<file path="src/rrp_pkg.sv">
// Shared types, codes and constants of the reply stream parser.
package rrp_pkg;

	// Result kinds
	localparam logic [2:0] KIND_BYTE  = 3'd0;
	localparam logic [2:0] KIND_END   = 3'd1;
	localparam logic [2:0] KIND_INT   = 3'd2;
	localparam logic [2:0] KIND_COUNT = 3'd3;
	localparam logic [2:0] KIND_NULL  = 3'd4;
	localparam logic [2:0] KIND_ERROR = 3'd5;

	// Protocol error codes
	localparam logic [2:0] ERR_NONE      = 3'd0;
	localparam logic [2:0] ERR_TYPE      = 3'd1;
	localparam logic [2:0] ERR_DIGIT     = 3'd2;
	localparam logic [2:0] ERR_OVERFLOW  = 3'd3;
	localparam logic [2:0] ERR_LIMIT     = 3'd4;
	localparam logic [2:0] ERR_ELEMENT   = 3'd5;
	localparam logic [2:0] ERR_EMPTY_NUM = 3'd6;

	// String classes as reported on the output
	localparam logic [1:0] SCLS_ERR    = 2'd0;
	localparam logic [1:0] SCLS_SIMPLE = 2'd1;
	localparam logic [1:0] SCLS_BULK   = 2'd2;

	// Protocol characters
	localparam logic [7:0] CH_MINUS  = 8'h2D;
	localparam logic [7:0] CH_PLUS   = 8'h2B;
	localparam logic [7:0] CH_DOLLAR = 8'h24;
	localparam logic [7:0] CH_STAR   = 8'h2A;
	localparam logic [7:0] CH_COLON  = 8'h3A;
	localparam logic [7:0] CH_CR     = 8'h0D;
	localparam logic [7:0] CH_LF     = 8'h0A;
	localparam logic [7:0] CH_ZERO   = 8'h30;
	localparam logic [7:0] CH_NINE   = 8'h39;

	// Configuration register indexes and reset values
	localparam logic REG_MAX_BULK  = 1'b0;
	localparam logic REG_MAX_ELEMS = 1'b1;
	localparam logic [30:0] MAX_BULK_RST  = 31'd536870912;
	localparam logic [30:0] MAX_ELEMS_RST = 31'h7FFF_FFFF;

	// Result queue geometry
	localparam int unsigned Q_DEPTH = 4;
	localparam int unsigned Q_PTR_W = 2;
	localparam int unsigned Q_CNT_W = 3;

	// One result item
	typedef struct packed {
		logic [2:0]  kind;
		logic [1:0]  str_class;
		logic [7:0]  payload;
		logic [31:0] number;
		logic        member;
		logic [30:0] index;
		logic [2:0]  err;
	} result_t;

	// Results produced by one byte, from the parser core to the queue
	typedef struct packed {
		logic [1:0] count;
		result_t    r0;
		result_t    r1;
	} push_t;

	// Builds a result; the element index is shown only for array members.
	function automatic result_t make_result(input logic [2:0] kind, input logic [1:0] scls,
			input logic [7:0] pb, input logic [31:0] num, input logic [2:0] err,
			input logic member, input logic [30:0] idx);
		result_t r;
		r.kind      = kind;
		r.str_class = scls;
		r.payload   = pb;
		r.number    = num;
		r.member    = member;
		r.index     = member ? idx : 31'd0;
		r.err       = err;
		return r;
	endfunction

endpackage

</file>
<file path="src/rrp_core.sv">
// Parser core: per-byte state update and result generation.
module rrp_core (
	input  logic             clk,
	input  logic             arst_n,
	input  logic             step,
	input  logic [7:0]       rx_byte,
	input  logic             reply_start,
	input  logic             cfg_we,
	input  logic             cfg_index,
	input  logic [30:0]      cfg_data,
	output rrp_pkg::push_t   push
);
	import rrp_pkg::*;

	typedef enum logic [2:0] {
		PH_TYPE, PH_LINE, PH_NUM, PH_BODY, PH_TRAIL1, PH_TRAIL2, PH_ELEM, PH_HALT
	} phase_t;

	typedef enum logic [2:0] {
		CL_ERR, CL_SIMPLE, CL_BULK, CL_INT, CL_COUNT
	} class_t;

	phase_t      phase_q, ph, ph_d;
	class_t      class_q, cls, cls_d;
	logic [31:0] accum_q, acc, acc_d;
	logic        neg_q, neg, neg_d;
	logic        digit_q, dig_seen, dig_seen_d;
	logic        cr_q, cr, cr_d;
	logic [30:0] body_q, body, body_d;
	logic [30:0] elems_q, elems, elems_d;
	logic [30:0] elem_cnt_q, ec, ec_d;
	logic        in_array_q, ia, ia_d;
	logic [30:0] max_bulk_q, max_elems_q;

	logic [3:0]  dig;
	logic        is_digit;
	logic [35:0] next_val, limit;
	logic        is_null;
	logic [31:0] val;
	logic [2:0]  fail_code;
	logic        elem_done;
	logic [30:0] elems_dec;
	logic [1:0]  n;
	result_t     r0, r1;

	// Decimal digit step and number completion values
	assign dig      = rx_byte[3:0];
	assign is_digit = (rx_byte >= CH_ZERO) && (rx_byte <= CH_NINE);

	// Next state and results for the byte in the input register
	always_comb begin
		// A reply start clears the parser before the byte is looked at.
		ph       = reply_start ? PH_TYPE : phase_q;
		cls      = reply_start ? CL_ERR : class_q;
		acc      = reply_start ? 32'd0 : accum_q;
		neg      = reply_start ? 1'b0 : neg_q;
		dig_seen = reply_start ? 1'b0 : digit_q;
		cr       = reply_start ? 1'b0 : cr_q;
		body     = reply_start ? 31'd0 : body_q;
		elems    = reply_start ? 31'd0 : elems_q;
		ec       = reply_start ? 31'd0 : elem_cnt_q;
		ia       = reply_start ? 1'b0 : in_array_q;

		ph_d = ph; cls_d = cls; acc_d = acc; neg_d = neg; dig_seen_d = dig_seen;
		cr_d = cr; body_d = body; elems_d = elems; ec_d = ec; ia_d = ia;

		next_val  = {4'd0, acc} * 36'd10 + {32'd0, dig};
		limit     = neg ? 36'h0_8000_0000 : 36'h0_7FFF_FFFF;
		is_null   = neg && (acc != 32'd0);
		val       = neg ? (32'd0 - acc) : acc;
		elems_dec = elems - 31'd1;
		fail_code = ERR_NONE;
		elem_done = 1'b0;
		n  = 2'd0;
		r0 = '0;
		r1 = '0;

		unique case (ph)
			PH_TYPE: begin
				cr_d = 1'b0;
				if (rx_byte == CH_MINUS || rx_byte == CH_PLUS) begin
					cls_d = (rx_byte == CH_MINUS) ? CL_ERR : CL_SIMPLE;
					ph_d  = PH_LINE;
				end else if (rx_byte == CH_COLON || rx_byte == CH_DOLLAR
						|| rx_byte == CH_STAR) begin
					cls_d = (rx_byte == CH_COLON) ? CL_INT
						: (rx_byte == CH_DOLLAR) ? CL_BULK : CL_COUNT;
					acc_d = 32'd0; neg_d = 1'b0; dig_seen_d = 1'b0;
					ph_d  = PH_NUM;
				end else begin
					fail_code = ERR_TYPE;
				end
			end
			PH_LINE: begin
				// A held CR followed by LF ends the line; otherwise the CR is passed on.
				if (cr && rx_byte == CH_LF) begin
					cr_d = 1'b0;
					r0   = make_result(KIND_END, cls[1:0], 8'd0, 32'd0, ERR_NONE, ia, ec);
					n    = 2'd1;
					ph_d = PH_TYPE;
				end else if (cr) begin
					r0 = make_result(KIND_BYTE, cls[1:0], CH_CR, 32'd0, ERR_NONE, ia, ec);
					if (rx_byte == CH_CR) begin
						cr_d = 1'b1;
						n    = 2'd1;
					end else begin
						cr_d = 1'b0;
						r1   = make_result(KIND_BYTE, cls[1:0], rx_byte, 32'd0, ERR_NONE,
							ia, ec);
						n    = 2'd2;
					end
				end else if (rx_byte == CH_CR) begin
					cr_d = 1'b1;
				end else begin
					r0 = make_result(KIND_BYTE, cls[1:0], rx_byte, 32'd0, ERR_NONE, ia, ec);
					n  = 2'd1;
				end
			end
			PH_NUM: begin
				if (cr) begin
					if (rx_byte != CH_LF) begin
						fail_code = ERR_DIGIT;
					end else begin
						cr_d = 1'b0;
						if (cls == CL_INT) begin
							r0   = make_result(KIND_INT, SCLS_ERR, 8'd0, val, ERR_NONE, ia, ec);
							n    = 2'd1;
							ph_d = PH_TYPE;
						end else if (cls == CL_BULK) begin
							if (is_null) begin
								r0 = make_result(KIND_NULL, SCLS_BULK, 8'd0, 32'd0, ERR_NONE,
									ia, ec);
								n  = 2'd1;
								elem_done = 1'b1;
							end else if (acc > {1'b0, max_bulk_q}) begin
								fail_code = ERR_LIMIT;
							end else begin
								body_d = acc[30:0];
								ph_d   = (acc != 32'd0) ? PH_BODY : PH_TRAIL1;
							end
						end else begin
							if (is_null) begin
								r0   = make_result(KIND_NULL, SCLS_ERR, 8'd0, 32'd0, ERR_NONE,
									ia, ec);
								n    = 2'd1;
								ph_d = PH_TYPE;
							end else if (acc > {1'b0, max_elems_q}) begin
								fail_code = ERR_LIMIT;
							end else begin
								r0 = make_result(KIND_COUNT, SCLS_ERR, 8'd0, acc, ERR_NONE,
									ia, ec);
								n  = 2'd1;
								if (acc == 32'd0) begin
									ph_d = PH_TYPE;
								end else begin
									ia_d    = 1'b1;
									elems_d = acc[30:0];
									ec_d    = 31'd0;
									ph_d    = PH_ELEM;
								end
							end
						end
					end
				end else if (rx_byte == CH_CR) begin
					if (!dig_seen) fail_code = ERR_EMPTY_NUM;
					else cr_d = 1'b1;
				end else if (rx_byte == CH_MINUS && !dig_seen && !neg) begin
					neg_d = 1'b1;
				end else if (is_digit) begin
					if (next_val > limit) begin
						fail_code = ERR_OVERFLOW;
					end else begin
						acc_d      = next_val[31:0];
						dig_seen_d = 1'b1;
					end
				end else begin
					fail_code = ERR_DIGIT;
				end
			end
			PH_BODY: begin
				r0     = make_result(KIND_BYTE, SCLS_BULK, rx_byte, 32'd0, ERR_NONE, ia, ec);
				n      = 2'd1;
				body_d = body - 31'd1;
				if (body == 31'd1) ph_d = PH_TRAIL1;
			end
			PH_TRAIL1: begin
				ph_d = PH_TRAIL2;
			end
			PH_TRAIL2: begin
				r0 = make_result(KIND_END, SCLS_BULK, 8'd0, 32'd0, ERR_NONE, ia, ec);
				n  = 2'd1;
				elem_done = 1'b1;
			end
			PH_ELEM: begin
				if (rx_byte == CH_DOLLAR) begin
					cls_d = CL_BULK; acc_d = 32'd0; neg_d = 1'b0;
					dig_seen_d = 1'b0; cr_d = 1'b0;
					ph_d  = PH_NUM;
				end else begin
					fail_code = ERR_ELEMENT;
				end
			end
			PH_HALT: begin
				ph_d = PH_HALT;
			end
			default: begin
				ph_d = PH_HALT;
			end
		endcase

		// Completion of one bulk element, inside or outside a multi-bulk
		if (elem_done) begin
			if (ia) begin
				ec_d    = ec + 31'd1;
				elems_d = elems_dec;
				if (elems_dec == 31'd0) begin
					ia_d = 1'b0;
					ec_d = 31'd0;
					ph_d = PH_TYPE;
				end else begin
					ph_d = PH_ELEM;
				end
			end else begin
				ph_d = PH_TYPE;
			end
		end

		// A protocol error reports once and halts until the next reply start.
		if (fail_code != ERR_NONE) begin
			r0      = make_result(KIND_ERROR, SCLS_ERR, 8'd0, 32'd0, fail_code, ia, ec);
			n       = 2'd1;
			ph_d    = PH_HALT;
			ia_d    = 1'b0;
			elems_d = 31'd0;
			ec_d    = 31'd0;
		end
	end

	assign push.count = step ? n : 2'd0;
	assign push.r0    = r0;
	assign push.r1    = r1;

	// Parser state and configuration registers
	always_ff @(posedge clk or negedge arst_n) begin
		if (!arst_n) begin
			phase_q     <= PH_TYPE;
			class_q     <= CL_ERR;
			accum_q     <= 32'd0;
			neg_q       <= 1'b0;
			digit_q     <= 1'b0;
			cr_q        <= 1'b0;
			body_q      <= 31'd0;
			elems_q     <= 31'd0;
			elem_cnt_q  <= 31'd0;
			in_array_q  <= 1'b0;
			max_bulk_q  <= MAX_BULK_RST;
			max_elems_q <= MAX_ELEMS_RST;
		end else begin
			if (step) begin
				phase_q    <= ph_d;
				class_q    <= cls_d;
				accum_q    <= acc_d;
				neg_q      <= neg_d;
				digit_q    <= dig_seen_d;
				cr_q       <= cr_d;
				body_q     <= body_d;
				elems_q    <= elems_d;
				elem_cnt_q <= ec_d;
				in_array_q <= ia_d;
			end
			if (cfg_we && cfg_index == REG_MAX_BULK) max_bulk_q <= cfg_data;
			if (cfg_we && cfg_index == REG_MAX_ELEMS) max_elems_q <= cfg_data;
		end
	end

	// A halted parser stays silent until a reply start.
	assert property (@(posedge clk) disable iff (!arst_n)
		(step && phase_q == PH_HALT && !reply_start) |-> (push.count == 2'd0))
		else $error("rrp_core: result produced while halted");

	// Inside a multi-bulk at least one element is still outstanding.
	assert property (@(posedge clk) disable iff (!arst_n)
		in_array_q |-> (elems_q != 31'd0))
		else $error("rrp_core: array active with no elements left");

	// Two results only come from a held CR in a line that is not ended.
	assert property (@(posedge clk) disable iff (!arst_n)
		(push.count == 2'd2) |-> (cr_q && phase_q == PH_LINE && !reply_start))
		else $error("rrp_core: double result outside a line");

endmodule

</file>
<file path="src/rrp_outq.sv">
// Result queue: takes up to two results a cycle, presents one a cycle while m_tready is high.
module rrp_outq (
	input  logic              clk,
	input  logic              arst_n,
	input  rrp_pkg::push_t    push,
	output logic              room,
	output logic              m_tvalid,
	input  logic              m_tready,
	output rrp_pkg::result_t  head
);
	import rrp_pkg::*;

	result_t              mem_q [Q_DEPTH];
	logic [Q_PTR_W-1:0]   wr_q, rd_q;
	logic [Q_CNT_W-1:0]   cnt_q;
	logic                 pop;

	// Room for a worst-case byte that gives two results
	assign room     = cnt_q <= Q_CNT_W'(Q_DEPTH - 2);
	assign m_tvalid = cnt_q != '0;
	assign pop      = m_tvalid && m_tready;
	assign head     = mem_q[rd_q];

	// Result storage
	always_ff @(posedge clk) begin
		if (push.count != 2'd0) mem_q[wr_q] <= push.r0;
		if (push.count == 2'd2) mem_q[wr_q + Q_PTR_W'(1)] <= push.r1;
	end

	// Pointers and fill count
	always_ff @(posedge clk or negedge arst_n) begin
		if (!arst_n) begin
			wr_q  <= '0;
			rd_q  <= '0;
			cnt_q <= '0;
		end else begin
			wr_q  <= wr_q + Q_PTR_W'(push.count);
			if (pop) rd_q <= rd_q + Q_PTR_W'(1);
			cnt_q <= cnt_q + Q_CNT_W'(push.count) - Q_CNT_W'(pop);
		end
	end

	// The fill count never passes the depth.
	assert property (@(posedge clk) disable iff (!arst_n)
		cnt_q <= Q_CNT_W'(Q_DEPTH))
		else $error("rrp_outq: fill count beyond depth");

	// Results are only pushed while two slots are free.
	assert property (@(posedge clk) disable iff (!arst_n)
		(push.count != 2'd0) |-> room)
		else $error("rrp_outq: push without room");

	// A lone pop lowers the count by one.
	assert property (@(posedge clk) disable iff (!arst_n)
		(pop && push.count == 2'd0) |=> (cnt_q == $past(cnt_q) - Q_CNT_W'(1)))
		else $error("rrp_outq: fill count wrong after pop");

endmodule

</file>
<file path="src/resp_reply_parser.sv">
// Top level of the reply stream parser: input register, parser core, result queue.
// Path: with an empty queue a byte is held in the input register and its first result
// is written into the result queue, from which it is offered on the master side.
// Throughput: one byte per cycle while each byte gives at most one result and m_tready
// stays high; a line byte after a held CR gives two results.
// Reset: arst_n clears the parser to await a type byte, empties the queue and
// loads the limit registers with their reset values.
module resp_reply_parser (
	input  logic         clk,
	input  logic         arst_n,
	input  logic         s_tvalid,
	output logic         s_tready,
	input  logic [7:0]   s_tdata,   // rx_byte [7:0]
	input  logic [0:0]   s_tuser,   // reply_start [0]
	output logic         m_tvalid,
	input  logic         m_tready,
	output logic [79:0]  m_tdata,   // payload_byte [7:0], number_value [39:8],
	                                // array_member [40], member_index [71:41],
	                                // error_code [74:72], zero [79:75]
	output logic [4:0]   m_tuser,   // result_kind [2:0], string_class [4:3]
	input  logic         cfg_we,
	input  logic         cfg_index,
	input  logic [30:0]  cfg_data
);
	import rrp_pkg::*;

	logic        valid_s1;
	logic [7:0]  byte_s1;
	logic        start_s1;
	logic        room;
	logic        step;
	push_t       push;
	result_t     head;

	// The registered byte is parsed once the queue has room for two results.
	assign step     = valid_s1 && room;
	assign s_tready = !valid_s1 || step;

	// Input register
	always_ff @(posedge clk or negedge arst_n) begin
		if (!arst_n) begin
			valid_s1 <= 1'b0;
		end else if (s_tvalid && s_tready) begin
			valid_s1 <= 1'b1;
		end else if (step) begin
			valid_s1 <= 1'b0;
		end
	end

	always_ff @(posedge clk) begin
		if (s_tvalid && s_tready) begin
			byte_s1  <= s_tdata;
			start_s1 <= s_tuser[0];
		end
	end

	rrp_core u_core (
		.clk         (clk),
		.arst_n      (arst_n),
		.step        (step),
		.rx_byte     (byte_s1),
		.reply_start (start_s1),
		.cfg_we      (cfg_we),
		.cfg_index   (cfg_index),
		.cfg_data    (cfg_data),
		.push        (push)
	);

	rrp_outq u_outq (
		.clk      (clk),
		.arst_n   (arst_n),
		.push     (push),
		.room     (room),
		.m_tvalid (m_tvalid),
		.m_tready (m_tready),
		.head     (head)
	);

	// Output packing
	assign m_tdata = {5'd0, head.err, head.index, head.member, head.number, head.payload};
	assign m_tuser = {head.str_class, head.kind};

endmodule
</file>
<file path="config.mk">
export PLATFORM = sky130hd
export DESIGN_NAME = resp_reply_parser
export DESIGN_NICKNAME = d
export VERILOG_FILES = /design/src/rrp_pkg.sv /design/src/rrp_core.sv /design/src/rrp_outq.sv /design/src/resp_reply_parser.sv
export SDC_FILE = /design/constraint.sdc
export NUM_CORES = 2
export LEC_CHECK = 0
export BUFFER_PORTS_ARGS = -buffer_cell sky130_fd_sc_hd__buf_2
export CAP_MARGIN = 30
export CORE_MARGIN = 2
export CORE_UTILIZATION = 50
export DETAILED_ROUTE_END_ITERATION = 12
export PLACE_DENSITY = 0.69
export SYNTH_ARGS = -nofsm -noshare
export SYNTH_HDL_FRONTEND = slang
export SYNTH_HIERARCHICAL = 1
export SYNTH_SLANG_ARGS = --single-unit
export TNS_END_PERCENT = 100
</file>
<file path="constraint.sdc">
create_clock -name clk -period 13.7 [get_ports clk]
set_input_delay 1.37 -clock clk [delete_from_list [all_inputs] [get_ports clk]]
set_output_delay 1.37 -clock clk [all_outputs]
set_load 0.02 [all_outputs]
</file>
==> impl_results.rst <==
.. list-table::
   :header-rows: 1

   * - Metric
     - Value
   * - Number of filler instances in the final layout
     - 6179
   * - First-pass detailed-route iteration total
     - 9
   * - Final worst-path cycle share
     - 0.838
   * - Post-synthesis cell type count
     - 109
   * - Area of placed instances
     - 0.0374 mm^2
   * - CTS Buf Count
     - 60
   * - Minimum hold slack
     - 0.506 ns
   * - Post-Syn Area per Cell
     - 10.4 um^2
   * - Initial drt markers
     - 2876
   * - F_max
     - 87.1 MHz
   * - Leading register cell type out of synthesis
     - sky130_fd_sc_hd__edfxtp_1
   * - Sequential-to-total area share from yosys stat
     - 0.417
   * - Max incr delay on CP
     - 0.94 ns
   * - CP max FO
     - 157
   * - Yosys Warn Count
     - 6
   * - Area taken by multi-input logic gates
     - 0.0193 mm^2
   * - Area added between synthesis and finish
     - 9.78%
   * - Final design utilization
     - 0.554
   * - Placeable core region
     - 0.0715 mm^2
   * - Pins over their slew limit
     - 0
   * - Total Negative Setup Slacks
     - 0 ns
   * - Total wire length after detailed routing
     - 106000 um
   * - Class of the tightest hold or removal check
     - reg2reg
   * - Fraction of synthesis flops using an asynchronous set or reset pin
     - 0.384
   * - Initial Util
     - 0.505
   * - Leakage power of the design
     - 15.8 nW
   * - Ports placed on the boundary
     - 133
   * - Clock buffer depth
     - 3
   * - Depth of the CTS H-tree
     - 2
   * - Critical path arrival
     - 11.75 ns
   * - Estimated wirelength of the detail-placed design
     - 70700 um
   * - Vert. Die Dim
     - 273 um
   * - Result of the run
     - finished clean
   * - Instance count after placement with tap cells included
     - 4389
   * - Maximum vdd ir drop
     - 0.000117 V
   * - Worst Setup Path Type
     - reg2reg
   * - Largest clock skew in the final design
     - 0.0268 ns
   * - Unrepaired setup endpoints after global routing
     - false
   * - Number of vias per cell
     - 6.36
   * - Number of gates resized after CTS
     - 0
   * - Number of buffers added to fix hold violations after cts
     - 0
   * - Worst-skew pair later-pin latency
     - 0.65 ns
   * - Count of nets after finishing
     - 3680
   * - Final number of setup-violating endpoints
     - 0
   * - Power density of the placed cells
     - 147 mW/mm^2
   * - Number of antenna violations at the first check in global routing
     - 3
   * - Post-CTS Setup Repair Bufs
     - 0
   * - Worst Tran Pin Value
     - 1.11 ns
   * - CTS root buffer
     - sky130_fd_sc_hd__clkbuf_16
   * - Global-route wire length before repair
     - 164000 um
   * - Die width
     - 273 um
   * - Maximum capacitance violations
     - 0
   * - Overall overflow remaining after global route
     - 0
   * - Floorplan die area
     - 0.0743 mm^2
   * - Final worst setup slack
     - 2.23 ns
   * - Number of enable-type register cells in the synthesized netlist
     - 329
   * - Startpoint type of the worst setup path
     - flop
   * - Clock tree from TritonCTS
     - done
   * - Rel. slew slack
     - 0.258
   * - Post-Syn Instances
     - 3476
   * - Worst setup slack before clock tree synthesis
     - 2.37 ns
   * - Pin count of the biggest net entering global routing
     - 158
   * - Routed vias
     - 28600
   * - Final antenna-violating net count
     - 0
   * - Weighted congestion reported at the end of routability-driven placement
     - 0.941
   * - Layout cell share with drive strength beyond 1
     - 0.236
   * - Fin cells
     - 4505
   * - Seq cells post-synth
     - 534
   * - Cell Area, Synth
     - 0.0361 mm^2
   * - DRC Markers
     - 0
   * - Kind of end point of the critical path
     - flop
   * - Clock transition time at the flip-flop clock pins of the worst setup and hold paths
     - 0.06 ns
   * - Count of final hold-check violations
     - 0
   * - All-Layer GR Usage
     - 0.280
   * - Overall power after layout
     - 5.84 mW
   * - Number of global-route vias before repair
     - 27600
   * - Count of input and output buffers
     - 127
   * - Post-layout minimum cycle time
     - 11.47 ns
   * - Sink Count
     - 534
   * - Slowest library cell on the worst path
     - sky130_fd_sc_hd__and4bb_4
   * - WL/cell
     - 23.4 um
   * - Worst EP required
     - 13.97 ns
   * - FF+latch area
     - 0.0151 mm^2
   * - Final Instance Area
     - 0.0396 mm^2
   * - Standard-cell rows
     - 98
==> cells in the mapped netlist (69+ instances only) <==
library cell	number	area, um^2
sky130_fd_sc_hd__a21oi_1	160	801
sky130_fd_sc_hd__clkbuf_1	127	477
sky130_fd_sc_hd__dfrtp_1	173	4330
sky130_fd_sc_hd__edfxtp_1	329	9880
sky130_fd_sc_hd__ha_1	129	1610
sky130_fd_sc_hd__inv_1	155	582
sky130_fd_sc_hd__mux2_2	345	3880
sky130_fd_sc_hd__mux4_2	80	1800
sky130_fd_sc_hd__nand2_1	275	1030
sky130_fd_sc_hd__nand3_1	69	345
sky130_fd_sc_hd__nor2_1	230	863
sky130_fd_sc_hd__nor3_1	93	465
sky130_fd_sc_hd__o21ai_0	208	1040
sky130_fd_sc_hd__xnor2_1	75	657
==> per-layer routing <==
metal / global-route usage / part of all wire / vias up
li1: - / - / 13000
met1: 0.372 / 0.41 / 14000
met2: 0.455 / 0.47 / 1314
met3: 0.0510 / 0.080 / 249
met4: 0.113 / 0.042 / 2
met5: 0 / 0.00017 / -
==> cell type report <==
type / instances / share of cell area
Antenna cell: 1 / 0.0000632
Timing Repair Buffer: 195 / 0.0310
Sequential cell: 534 / 0.380
Clock inverter: 28 / 0.0115
Multi-Input combinational cell: 2555 / 0.488
Inverter: 157 / 0.0149
Clock buffer: 85 / 0.0443
Tap cell: 950 / 0.0300
==> logic make-up after synthesis <==
logic type	synth area share
AND/OR/NAND/NOR	0.135
AO/OA/AOI/OAI	0.148
flip-flops	0.417
multiplexers	0.176
buffers and inverters	0.0542
adder cells (fa/ha/maj)	0.0464
XOR/XNOR	0.0231
other	0.000208
==> cells in the final DEF, fill, tap and decap left out, types with 93 or more instances in the layout <==
cell type | synthesis | final
sky130_fd_sc_hd__a21oi_1 | 160 | 160
sky130_fd_sc_hd__buf_2 | 66 | 127
sky130_fd_sc_hd__dfrtp_1 | 173 | 171
sky130_fd_sc_hd__edfxtp_1 | 329 | 329
sky130_fd_sc_hd__ha_1 | 129 | 129
sky130_fd_sc_hd__inv_1 | 155 | 153
sky130_fd_sc_hd__mux2_2 | 345 | 345
sky130_fd_sc_hd__nand2_1 | 275 | 275
sky130_fd_sc_hd__nor2_1 | 230 | 228
sky130_fd_sc_hd__nor3_1 | 93 | 93
sky130_fd_sc_hd__o21ai_0 | 208 | 205
==> worst max-delay path, delay by kind of cell (launching register included) <==
kind | cells | cell delay (ns)
AOI/OAI and AO/OA | 8 | 3.01
xor gates and xnor gates | 1 | 0.15
adders and majority gates | 2 | 0.81
buffers and inverters | 3 | 1.67
DFF | 1 | 0.43
and+or+nand+nor | 14 | 4.88
==> where the power goes <==
part / leakage [nW] / switching [mW] / total, mW / internal [mW]
sequential: 5.71 / 0.201 / 2.19 / 1.98
clock: 1.09 / 0.682 / 1.78 / 1.10
combinational: 9.01 / 1.19 / 1.87 / 0.682
==> state kept, by name (all words and copies together), names as in the netlist <==
register / count
u_core/in_array_q: 1
u_core/phase_q: 3
byte_s1: 8
u_core/cr_q: 1
u_core/neg_q: 1
start_s1: 1
u_core/body_q: 31
u_core/max_bulk_q: 31
u_outq/cnt_q: 3
u_core/accum_q: 32
u_outq/wr_q: 2
u_core/max_elems_q: 31
u_outq/rd_q: 2
u_core/elems_q: 31
u_core/elem_cnt_q: 31
u_outq/mem_q: 320
u_core/class_q: 3
u_core/digit_q: 1
valid_s1: 1
==> final timing paths <==
check / from / end / slack [ns] / depth (start not counted)
max: start_s1 / u_outq/mem_q[2][12] / 2.23 / 28
min: u_core/elem_cnt_q[18] / u_core/elem_cnt_q[18] / 0.51 / 2
max reg2reg: start_s1 / u_outq/mem_q[2][12] / 2.23 / 28
min reg2reg: u_core/elem_cnt_q[18] / u_core/elem_cnt_q[18] / 0.51 / 2
max in group asynchronous: arst_n / u_core/max_bulk_q[27] / 11.69 / 2
min in group asynchronous: arst_n / u_core/accum_q[31] / 0.68 / 1
Power figures use the tool's default switching activity.
